$ cat src/sv/sld_pkg.sv
`timescale 1ns / 1ps
// ----------------------------------------------------------------------------
// sld_pkg
// Shared types and constants for the sync/length deframer.
// ----------------------------------------------------------------------------
package sld_pkg;

    localparam int MAX_FRAME_BYTES = 512;
    localparam int MAX_BODY_LEN    = MAX_FRAME_BYTES - 4;

    localparam int BYTE_W = 8;
    localparam int IDX_W  = 9;
    localparam int LEN_W  = 9;

    localparam logic [BYTE_W-1:0] SYNC_FIRST     = 8'h4C;
    localparam logic [BYTE_W-1:0] SYNC_SECOND    = 8'h4B;
    localparam logic [BYTE_W-1:0] TYPE_PLAIN     = 8'h01;
    localparam logic [BYTE_W-1:0] TYPE_ENCRYPTED = 8'h11;

    typedef enum logic [1:0] {
        ST_PLAIN     = 2'd0,
        ST_ENCRYPTED = 2'd1,
        ST_SHORT     = 2'd2,
        ST_BAD_TYPE  = 2'd3
    } t_status;

    typedef struct packed {
        logic                valid;
        logic [BYTE_W-1:0]   frame_byte;
        logic [IDX_W-1:0]    byte_index;
        logic [LEN_W-1:0]    body_length;
        logic                last_byte;
        t_status             frame_status;
    } t_result;

endpackage

$ cat src/sv/sld_parser.sv
`timescale 1ns / 1ps
// ----------------------------------------------------------------------------
// sld_parser
// Marker hunt, length check and body sequencing; one byte per step.
// ----------------------------------------------------------------------------
module sld_parser
    import sld_pkg::*;
(
    input  logic              i_clk,
    input  logic              i_rst_n,
    input  logic              i_step,
    input  logic [BYTE_W-1:0] i_byte,
    input  logic              i_cfg_we,
    input  logic              i_cfg_wdata,
    output t_result           o_result
);

    typedef enum logic [1:0] {
        PH_HUNT,
        PH_LEN_HI,
        PH_LEN_LO,
        PH_BODY
    } t_phase;

    t_phase            r_phase,    n_phase;
    logic              r_enable,   n_enable;
    logic              r_prev_l,   n_prev_l;
    logic [BYTE_W-1:0] r_len_hi,   n_len_hi;
    logic [LEN_W-1:0]  r_decl,     n_decl;
    logic [IDX_W-1:0]  r_count,    n_count;
    logic [BYTE_W-1:0] r_type,     n_type;

    logic [2*BYTE_W-1:0] len16;
    logic                len_bad;
    logic                last;
    logic [BYTE_W-1:0]   type_eff;
    t_status             status;

    assign len16    = {r_len_hi, i_byte};
    assign len_bad  = (len16 == '0) || (len16 > (2*BYTE_W)'(MAX_BODY_LEN));
    assign last     = ({1'b0, r_count} + (IDX_W+1)'(1)) >= {1'b0, r_decl};
    assign type_eff = (r_count == '0) ? i_byte : r_type;

    always_comb begin
        if (r_decl < LEN_W'(2)) begin
            status = ST_SHORT;
        end else if (type_eff == TYPE_PLAIN) begin
            status = ST_PLAIN;
        end else if (type_eff == TYPE_ENCRYPTED) begin
            status = ST_ENCRYPTED;
        end else begin
            status = ST_BAD_TYPE;
        end
    end

    always_comb begin
        n_phase  = r_phase;
        n_enable = r_enable;
        n_prev_l = r_prev_l;
        n_len_hi = r_len_hi;
        n_decl   = r_decl;
        n_count  = r_count;
        n_type   = r_type;

        o_result              = '0;
        o_result.frame_byte   = i_byte;
        o_result.byte_index   = r_count;
        o_result.body_length  = r_decl;
        o_result.last_byte    = last;
        o_result.frame_status = last ? status : ST_PLAIN;

        if (i_cfg_we || (i_step && !r_enable)) begin
            if (i_cfg_we) begin
                n_enable = i_cfg_wdata;
            end
            n_phase  = PH_HUNT;
            n_prev_l = 1'b0;
            n_len_hi = '0;
            n_decl   = '0;
            n_count  = '0;
            n_type   = '0;
        end else if (i_step) begin
            case (r_phase)
                PH_HUNT: begin
                    if (r_prev_l && i_byte == SYNC_SECOND) begin
                        n_prev_l = 1'b0;
                        n_phase  = PH_LEN_HI;
                    end else begin
                        n_prev_l = (i_byte == SYNC_FIRST);
                    end
                end
                PH_LEN_HI: begin
                    n_len_hi = i_byte;
                    n_phase  = PH_LEN_LO;
                end
                PH_LEN_LO: begin
                    if (len_bad) begin
                        // rescan over the two length bytes
                        if (r_len_hi == SYNC_FIRST && i_byte == SYNC_SECOND) begin
                            n_prev_l = 1'b0;
                            n_phase  = PH_LEN_HI;
                        end else begin
                            n_prev_l = (i_byte == SYNC_FIRST);
                            n_phase  = PH_HUNT;
                        end
                    end else begin
                        n_decl  = len16[LEN_W-1:0];
                        n_count = '0;
                        n_phase = PH_BODY;
                    end
                end
                PH_BODY: begin
                    o_result.valid = 1'b1;
                    if (r_count == '0) begin
                        n_type = i_byte;
                    end
                    if (last) begin
                        n_phase  = PH_HUNT;
                        n_prev_l = 1'b0;
                        n_count  = '0;
                    end else begin
                        n_count = r_count + IDX_W'(1);
                    end
                end
                default: begin
                    n_phase = PH_HUNT;
                end
            endcase
        end
    end

    always_ff @(posedge i_clk) begin
        if (!i_rst_n) begin
            r_phase  <= PH_HUNT;
            r_enable <= 1'b1;
            r_prev_l <= 1'b0;
            r_len_hi <= '0;
            r_decl   <= '0;
            r_count  <= '0;
            r_type   <= '0;
        end else begin
            r_phase  <= n_phase;
            r_enable <= n_enable;
            r_prev_l <= n_prev_l;
            r_len_hi <= n_len_hi;
            r_decl   <= n_decl;
            r_count  <= n_count;
            r_type   <= n_type;
        end
    end

    a_body_count_in_range: assert property (@(posedge i_clk) disable iff (!i_rst_n)
        (r_phase == PH_BODY) |-> (r_decl != '0 && r_count < r_decl))
        else $error("body count outside declared length");

    a_body_length_legal: assert property (@(posedge i_clk) disable iff (!i_rst_n)
        (r_phase == PH_BODY) |-> (r_decl <= LEN_W'(MAX_BODY_LEN)))
        else $error("accepted body length above limit");

    a_disabled_hunts: assert property (@(posedge i_clk) disable iff (!i_rst_n)
        (i_step && !r_enable && !i_cfg_we) |=> (r_phase == PH_HUNT && !r_prev_l))
        else $error("parser not reset while disabled");

endmodule

$ cat src/sv/sync_length_deframer.sv
`timescale 1ns / 1ps
// ----------------------------------------------------------------------------
// sync_length_deframer
// Extracts 'L','K' marked, length-prefixed frames from a mixed byte stream.
// ----------------------------------------------------------------------------
// Usage:
//   Slave stream: one received byte per transaction on i_s_axis_tdata.
//   Master stream: one transaction per frame body byte, carrying the byte,
//   its index and the declared body length; tlast marks the final body byte,
//   and tuser carries the frame status on that byte (zero on other bytes).
//   Marker, length bytes, log text and rejected lengths produce nothing.
//   Config: i_cfg_we writes the enable bit; any write drops a partial frame.
//   Write it only while no byte is in flight.
// Flow:
//   One byte per clock sustained while the master side accepts. An
//   accepted byte is held in the input register; its result is registered
//   in the output register. The rate is set by the single parser step.
// Reset: enable = 1, parser hunting for a marker, both stages empty.
// Stall: while the master side is stalled the output register holds its
//   transaction and the input register still takes one more byte, then
//   o_s_axis_tready drops until the output drains.
// ----------------------------------------------------------------------------
module sync_length_deframer
    import sld_pkg::*;
(
    input  logic        i_clk,
    input  logic        i_rst_n,
    input  logic        i_s_axis_tvalid,
    output logic        o_s_axis_tready,
    input  logic [7:0]  i_s_axis_tdata,   // [7:0] rx_byte
    output logic        o_m_axis_tvalid,
    input  logic        i_m_axis_tready,
    output logic [31:0] o_m_axis_tdata,   // [7:0] frame_byte, [16:8] byte_index,
                                          // [25:17] body_length, [31:26] zero
    output logic        o_m_axis_tlast,   // last_byte
    output logic [1:0]  o_m_axis_tuser,   // [1:0] frame_status
    input  logic        i_cfg_we,
    input  logic        i_cfg_wdata
);

    logic              r_in_valid;
    logic [BYTE_W-1:0] r_in_byte;
    logic              r_out_valid;
    t_result           r_out;

    logic    out_free;
    logic    step;
    t_result res;

    assign out_free        = !r_out_valid || i_m_axis_tready;
    assign step            = r_in_valid && out_free;
    assign o_s_axis_tready = !r_in_valid || out_free;

    sld_parser u_parser (
        .i_clk       (i_clk),
        .i_rst_n     (i_rst_n),
        .i_step      (step),
        .i_byte      (r_in_byte),
        .i_cfg_we    (i_cfg_we),
        .i_cfg_wdata (i_cfg_wdata),
        .o_result    (res)
    );

    always_ff @(posedge i_clk) begin
        if (!i_rst_n) begin
            r_in_valid  <= 1'b0;
            r_out_valid <= 1'b0;
        end else begin
            if (i_s_axis_tvalid && o_s_axis_tready) begin
                r_in_valid <= 1'b1;
            end else if (step) begin
                r_in_valid <= 1'b0;
            end
            if (out_free) begin
                r_out_valid <= step && res.valid;
            end
        end
    end

    always_ff @(posedge i_clk) begin
        if (i_s_axis_tvalid && o_s_axis_tready) begin
            r_in_byte <= i_s_axis_tdata;
        end
        if (step && res.valid) begin
            r_out <= res;
        end
    end

    assign o_m_axis_tvalid = r_out_valid;
    assign o_m_axis_tdata  = {6'd0, r_out.body_length, r_out.byte_index, r_out.frame_byte};
    assign o_m_axis_tlast  = r_out.last_byte;
    assign o_m_axis_tuser  = r_out.frame_status;

    a_last_matches_index: assert property (@(posedge i_clk) disable iff (!i_rst_n)
        r_out_valid |-> (r_out.last_byte ==
            (({1'b0, r_out.byte_index} + (IDX_W+1)'(1)) >= {1'b0, r_out.body_length})))
        else $error("tlast disagrees with index and length");

    a_status_only_on_last: assert property (@(posedge i_clk) disable iff (!i_rst_n)
        (r_out_valid && !r_out.last_byte) |-> (r_out.frame_status == ST_PLAIN))
        else $error("status set on a byte that is not last");

    a_short_status: assert property (@(posedge i_clk) disable iff (!i_rst_n)
        (r_out_valid && r_out.last_byte) |->
            ((r_out.frame_status == ST_SHORT) == (r_out.body_length == LEN_W'(1))))
        else $error("short status and body length disagree");

endmodule
$ cat config.mk
export PLATFORM = sky130hd
export DESIGN_NAME = sync_length_deframer
export DESIGN_NICKNAME = d
export VERILOG_FILES = /design/src/sv/sld_pkg.sv /design/src/sv/sld_parser.sv /design/src/sv/sync_length_deframer.sv
export SDC_FILE = /design/constraint.sdc
export NUM_CORES = 1
export LEC_CHECK = 0
export ABC_AREA = 1
export BUFFER_PORTS_ARGS = -buffer_cell sky130_fd_sc_hd__buf_4
export CAP_MARGIN = 20
export CORE_AREA = 2 2 113 115
export CTS_BUF_LIST = sky130_fd_sc_hd__clkbuf_4 sky130_fd_sc_hd__clkbuf_8
export DETAILED_ROUTE_END_ITERATION = 16
export DIE_AREA = 0 0 115 117
export GPL_TIMING_DRIVEN = 0
export SLEW_MARGIN = 30
export SYNTH_ARGS = -nofsm -noshare
export SYNTH_HDL_FRONTEND = slang
export SYNTH_SLANG_ARGS = --single-unit
$ cat constraint.sdc
create_clock -name i_clk -period 7.28 [get_ports i_clk]
set_clock_uncertainty 0.05 [all_clocks]
set_input_delay 1.456 -clock i_clk [delete_from_list [all_inputs] [get_ports i_clk]]
set_output_delay 1.456 -clock i_clk [all_outputs]
set_load 0.01 [all_outputs]
; Word level (Yosys, flattened, before mapping)
; Cells that the tools add are included.
[totals]
ff_bits = 77
out_inout_bits = 37
word_cells = 86
[classes]
add_sub_neg = 2
n_lt_le_gt_ge = 3
n_eq_ne = 12
muxes = 22
bitwise = 3
n_reduce_logical = 28
[op_table]
columns = cell, n
row1 = $eq 8x7->1 const B, 3
row2 = $mux 9, 2
row3 = $pmux 9 s2, 1
row4 = $gt 16x9->1 const B, 1
row5 = $logic_not 16->1, 1
row6 = $mux 2, 6
row7 = $add 9x1->10 const B, 1
row8 = $ge 10x9->1, 1
row9 = $mux 1, 10
row10 = $add 9x1->9 const B, 1
row11 = $logic_not 9->1, 1
row12 = $lt 9x2->1 const B, 1
row13 = $reduce_and 3->1, 3
row14 = $eq 8x1->1 const B, 1
row15 = $eq 8x5->1 const B, 1
row16 = $mux 8, 1
row17 = $pmux 2 s4, 1
row18 = $logic_and 1x1->1, 6
row19 = $ne 2x1->1 const B, 3
row20 = $reduce_and 2->1, 3
row21 = $eq 2x2->1 const B, 2
row22 = $logic_or 1x1->1, 4
row23 = $reduce_and 4->1, 1
row24 = $reduce_bool 2->1, 2
row25 = 9 further kinds, 13

; Logic depth before layout (Yosys ltp)
[logic_depth]
depth_word = 7
mapped_depth = 17
depth_no_buf = 16

; By module
; A second synthesis with hierarchy kept.
[hier_totals]
cells_unflattened = 429
hier_area_um2 = 3727.3
[modules_own_cells]
columns = mod, n_inst, cells_per_inst, area_each_um2, seq_area_each_um2
row1 = sld_parser, 1, 368, 2459.9, 760.7
row2 = sync_length_deframer, 1, 61, 1267.5, 1151.1

; Worst setup path before layout
; Ideal clock, no wire load.
[synth_timing]
path_type = input to register
startpoint = in i_m_axis_tready
endpoint = reg r_out (netlist bit o_m_axis_tdata[0]) (enable)
setup_time_ns = 0.416
t_arrival_ns = 3.193
required_ns = 6.814
slack_ns = 3.620
stages = 6
path_buffers = 0
cell_sequence = inv_1 nand2_1 nand2_2 nor2_1 inv_1 nor2_1
[synth_via]
elab_chain_len = 6
word_cells_on_any_way = 7
cone_classes = mux: 2 / reduce/logical: 5
[synth_lines]
columns = element, line_no
row1 = from (decl), sync_length_deframer.sv:32  ; input logic i_m_axis_tready,
row2 = $logic_or 1x1->1 (*), sync_length_deframer.sv:50  ; assign out_free = !r_out_valid || i_m_axis_tready;
row3 = $logic_and 1x1->1 (*), sync_length_deframer.sv:51  ; assign step = r_in_valid && out_free;
row4 = $logic_and 1x1->1, sld_parser.sv:72  ; if (i_cfg_we || (i_step && !r_enable)) begin
row5 = $logic_or 1x1->1, sld_parser.sv:72
row6 = $mux 1, sld_parser.sv:72
row7 = $logic_and 1x1->1 (*), sync_length_deframer.sv:84  ; if (step && res.valid) begin
row8 = to (signal assigned), sync_length_deframer.sv:85  ; r_out <= res;
row9 = to (decl), sync_length_deframer.sv:44  ; t_result r_out;
; Mark *: on every way between the ends. The rest lies on a longest branch, timed or not.
; A chain may end at the register's enable or synchronous reset.

; Final worst setup path
[layout_timing]
startpoint = in i_m_axis_tready
endpoint = out o_s_axis_tready
[layout_via]
elab_chain_len = 2
[layout_lines]
columns = element, line_no
row1 = $logic_or 1x1->1, sync_length_deframer.sv:50
row2 = $logic_or 1x1->1, sync_length_deframer.sv:52  ; assign o_s_axis_tready = !r_in_valid || out_free;
row3 = to (decl), sync_length_deframer.sv:29  ; output logic o_s_axis_tready,
; No other way between the ends.

==> impl_metrics.ini <==
[clock_network]
clock_latency_ns = 0.36
cts_root_buffer = clkbuf_8
cts_tree = built
postCtsResizedCells = 0
path_clk_slew_ns = 0.08
cts_made_buffers = 9
cts.htree.levels = 3
postCtsSetupRepairBufs = 0
clockBufferDepth = 2
ctsHoldBuffers = 0
clock-sinks = 77

[synthesis]
netlist_instances = 406
ys.warnings.count = 0
yosysSeqAreaShare_pct = 53.6
ys_ff_latch = 77
synth_compound_area_share_pct = 10.5
synthArstFlopShare_pct = 0
synth.area.top_cells = edfxtp_1, dfxtp_1, nand2_1
synth_edf_count = 37
netlist_area_um2 = 3570
synth_top_area_cell = edfxtp_1
synth_top_area_share_pct = 31.2
synth_common_cells = nand2_1, inv_1, dfxtp_1, nor2_1, edfxtp_1
synth_cell_types = 31
synth_top_family_by_area = simple AND/OR/NAND/NOR gates
syn-mean-instance-area_um2 = 8.78
synth-xor-area-share_pct = 1.23
post-synth-top-count-cell = nand2_1
synthAdderAreaFrac_pct = 3.86
yosys.area_share.simple_pct = 21.6
synthMuxAreaShare_pct = 0
synth_top_flop_cell = dfxtp_1

[floorplan]
start_util_pct = 29.0
die_w_um = 115
die_y_um = 117
pin_count = 51
dieArea_um2 = 13500
rows = 41
core_area_um2 = 12300

[worst_hold_path]
holdPathEnd = o_m_axis_tdata[10]
hp-class = flip-flop to flip-flop
min_from = u_parser.r_count[2]
hold_depth = 0

[timing]
min_period_over_period_pct = 46.5
setup_tns_ns = 0
post-route-min-period_ns = 3.39
finalMaxSlewViolations = 0
relSlewSlack_pct = 47.3
max_freq_ghz = 0.295
rsz0062_at_grt = false
fin_ws_ns = 3.89
finalSetupViolCount = 0
finalHoldViolations = 0
worstMarginPinSlew_ns = 0.784

[worst_setup_path]
r2r-end = u_parser.r_count[4]
cp.arrival_ns = 1.88
cp-end-kind = output port
reg2reg_depth = 13
path_cells = buf_4 -> inv_1 -> nand3_1 -> buf_4
crit_path_max_fanout = 3
cpMaxStageDelayCell = buf_4
r2r-start = u_parser.r_count[1]
crit_path_start_kind = input port
cpMostUsedCell = buf_4
required_ns = 5.77
r2r_slack_ns = 4.68
cpPeakStageDelay_ns = 0.16
critPathTopFamily = buffers and inverters
path_class = input port to output port
path_buf_inv = 3
crit_cells = 4

[global_route]
grt_pass1_vias = 2691
grt_pass1_wl_mm = 12.8
antenna_found_initial = 0
grt_overflow = 0
grtUsageTotal_pct = 12.3
grt_max_degree = 22

[placed_design]
dp_hpwl_mm = 5.83
post-place-ws_ns = 3.89
dp.cells = 606
numPortBuffers = 44
gp_congestion = 0.815

[pwr]
p_leak_nw = 1.93
powerDensity_nw_per_um2 = 188
ir_drop_v = 0.0000805

[finish]
diodes = 0
nets = 492
drive_gt1_share_pct = 21.0
area_growth_syn_to_layout_pct = 21.5
fin_cells = 622

[detailed_routing]
wl_per_cell_um = 12.4
vias = 2772
drt_iter0_drc = 156
post-route-drc-count = 0
drt_pre_antenna_iters = 4
drt_wl_total_mm = 7.73
drtAntennaViolNets = 0
vias_per_cell = 4.46

[run]
cap_violations = 0

[run_status]
status = finished, final reports clean
metrics by stage:
stage               hold slack [ns]  util [%]  power [W]  instance area [um^2]
CTS                           0.411      35.2   0.000827                  4330
floorplan                     0.381         -   0.000489                  3580
detailed placement            0.390      33.6   0.000504                  4140
finish                        0.409      35.2   0.000816                  4330
global placement              0.390      33.3   0.000503                  4100
global route                  0.434      35.2   0.000852                  4330
report_power, final:
part / internal [W] / switching, W / total, W
logic: 0.0000125 / 0.0000200 / 0.0000325
clock network: 0.000162 / 0.000160 / 0.000322
registers: 0.000456 / 0.00000518 / 0.000461
final cells by class:
cell class	count	area [um^2]
buffer	13	93.8
clock inverter	6	63.8
clock buffer	10	131
fill	1296	7980
multi-input combinational	259	1350
timing repair buffer	45	358
sequential	77	1910
inverter	62	233
tap	150	188
state kept, by name, summed over array words and instances (netlist names):
name               count
r_in_byte              8
u_parser.r_decl        9
u_parser.r_prev_l      1
o_m_axis_tvalid        1
u_parser.r_type        8
u_parser.r_phase       2
r_in_valid             1
o_m_axis_tdata        26
u_parser.r_enable      1
u_parser.r_len_hi      8
o_m_axis_tlast         1
o_m_axis_tuser         2
u_parser.r_count       9
how the worst max path moves through the flow:
stage | startpoint | end | slack (ns)
2_1_floorplan | i_m_axis_tready | o_m_axis_tdata[0] | 3.62
3_3_place_gp | i_m_axis_tready | o_m_axis_tdata[21] | 2.81
3_5_place_dp | i_m_axis_tready | o_s_axis_tready | 3.89
4_1_cts | i_m_axis_tready | o_s_axis_tready | 3.89
5_1_grt | i_m_axis_tready | o_s_axis_tready | 3.85
6_report | i_m_axis_tready | o_s_axis_tready | 3.89
routing by layer:
metal / part of all wire (%) / GRT usage [%] / vias up
met3: 5.1 / 3.30 / 11
met5: 0 / 0 / -
li1: - / - / 1429
met4: 1.2 / 6.02 / 0
met1: 47 / 15.6 / 1258
met2: 47 / 19.6 / 74
layout by cell type, fill, tap and decap left out, drive strengths merged, types with 2 or more instances in the layout:
| cell type | netlist | final |
|---|---|---|
| a21oi | 32 | 32 |
| buf | 12 | 57 |
| clkbuf | 1 | 11 |
| clkinv | 0 | 3 |
| clkinvlp | 0 | 2 |
| conb | 1 | 6 |
| dfxtp | 40 | 40 |
| edfxtp | 37 | 37 |
| ha | 11 | 11 |
| inv | 62 | 62 |
| nand2 | 90 | 90 |
| nand3 | 15 | 15 |
| nand4 | 5 | 5 |
| nor2 | 46 | 46 |
| nor3 | 6 | 6 |
| nor4 | 3 | 3 |
| o211ai | 4 | 4 |
| o21a | 5 | 5 |
| o21ai | 29 | 29 |
| xor2 | 5 | 5 |
logic make-up after synthesis:
family / count (synthesis)
AO/OA/AOI/OAI: 70
XOR/XNOR: 5
adder cells (fa/ha/maj): 11
buffers and inverters: 75
flip-flops: 77
other: 1
AND/OR/NAND/NOR: 167
Note: power is estimated with default switching activity, not from simulation.
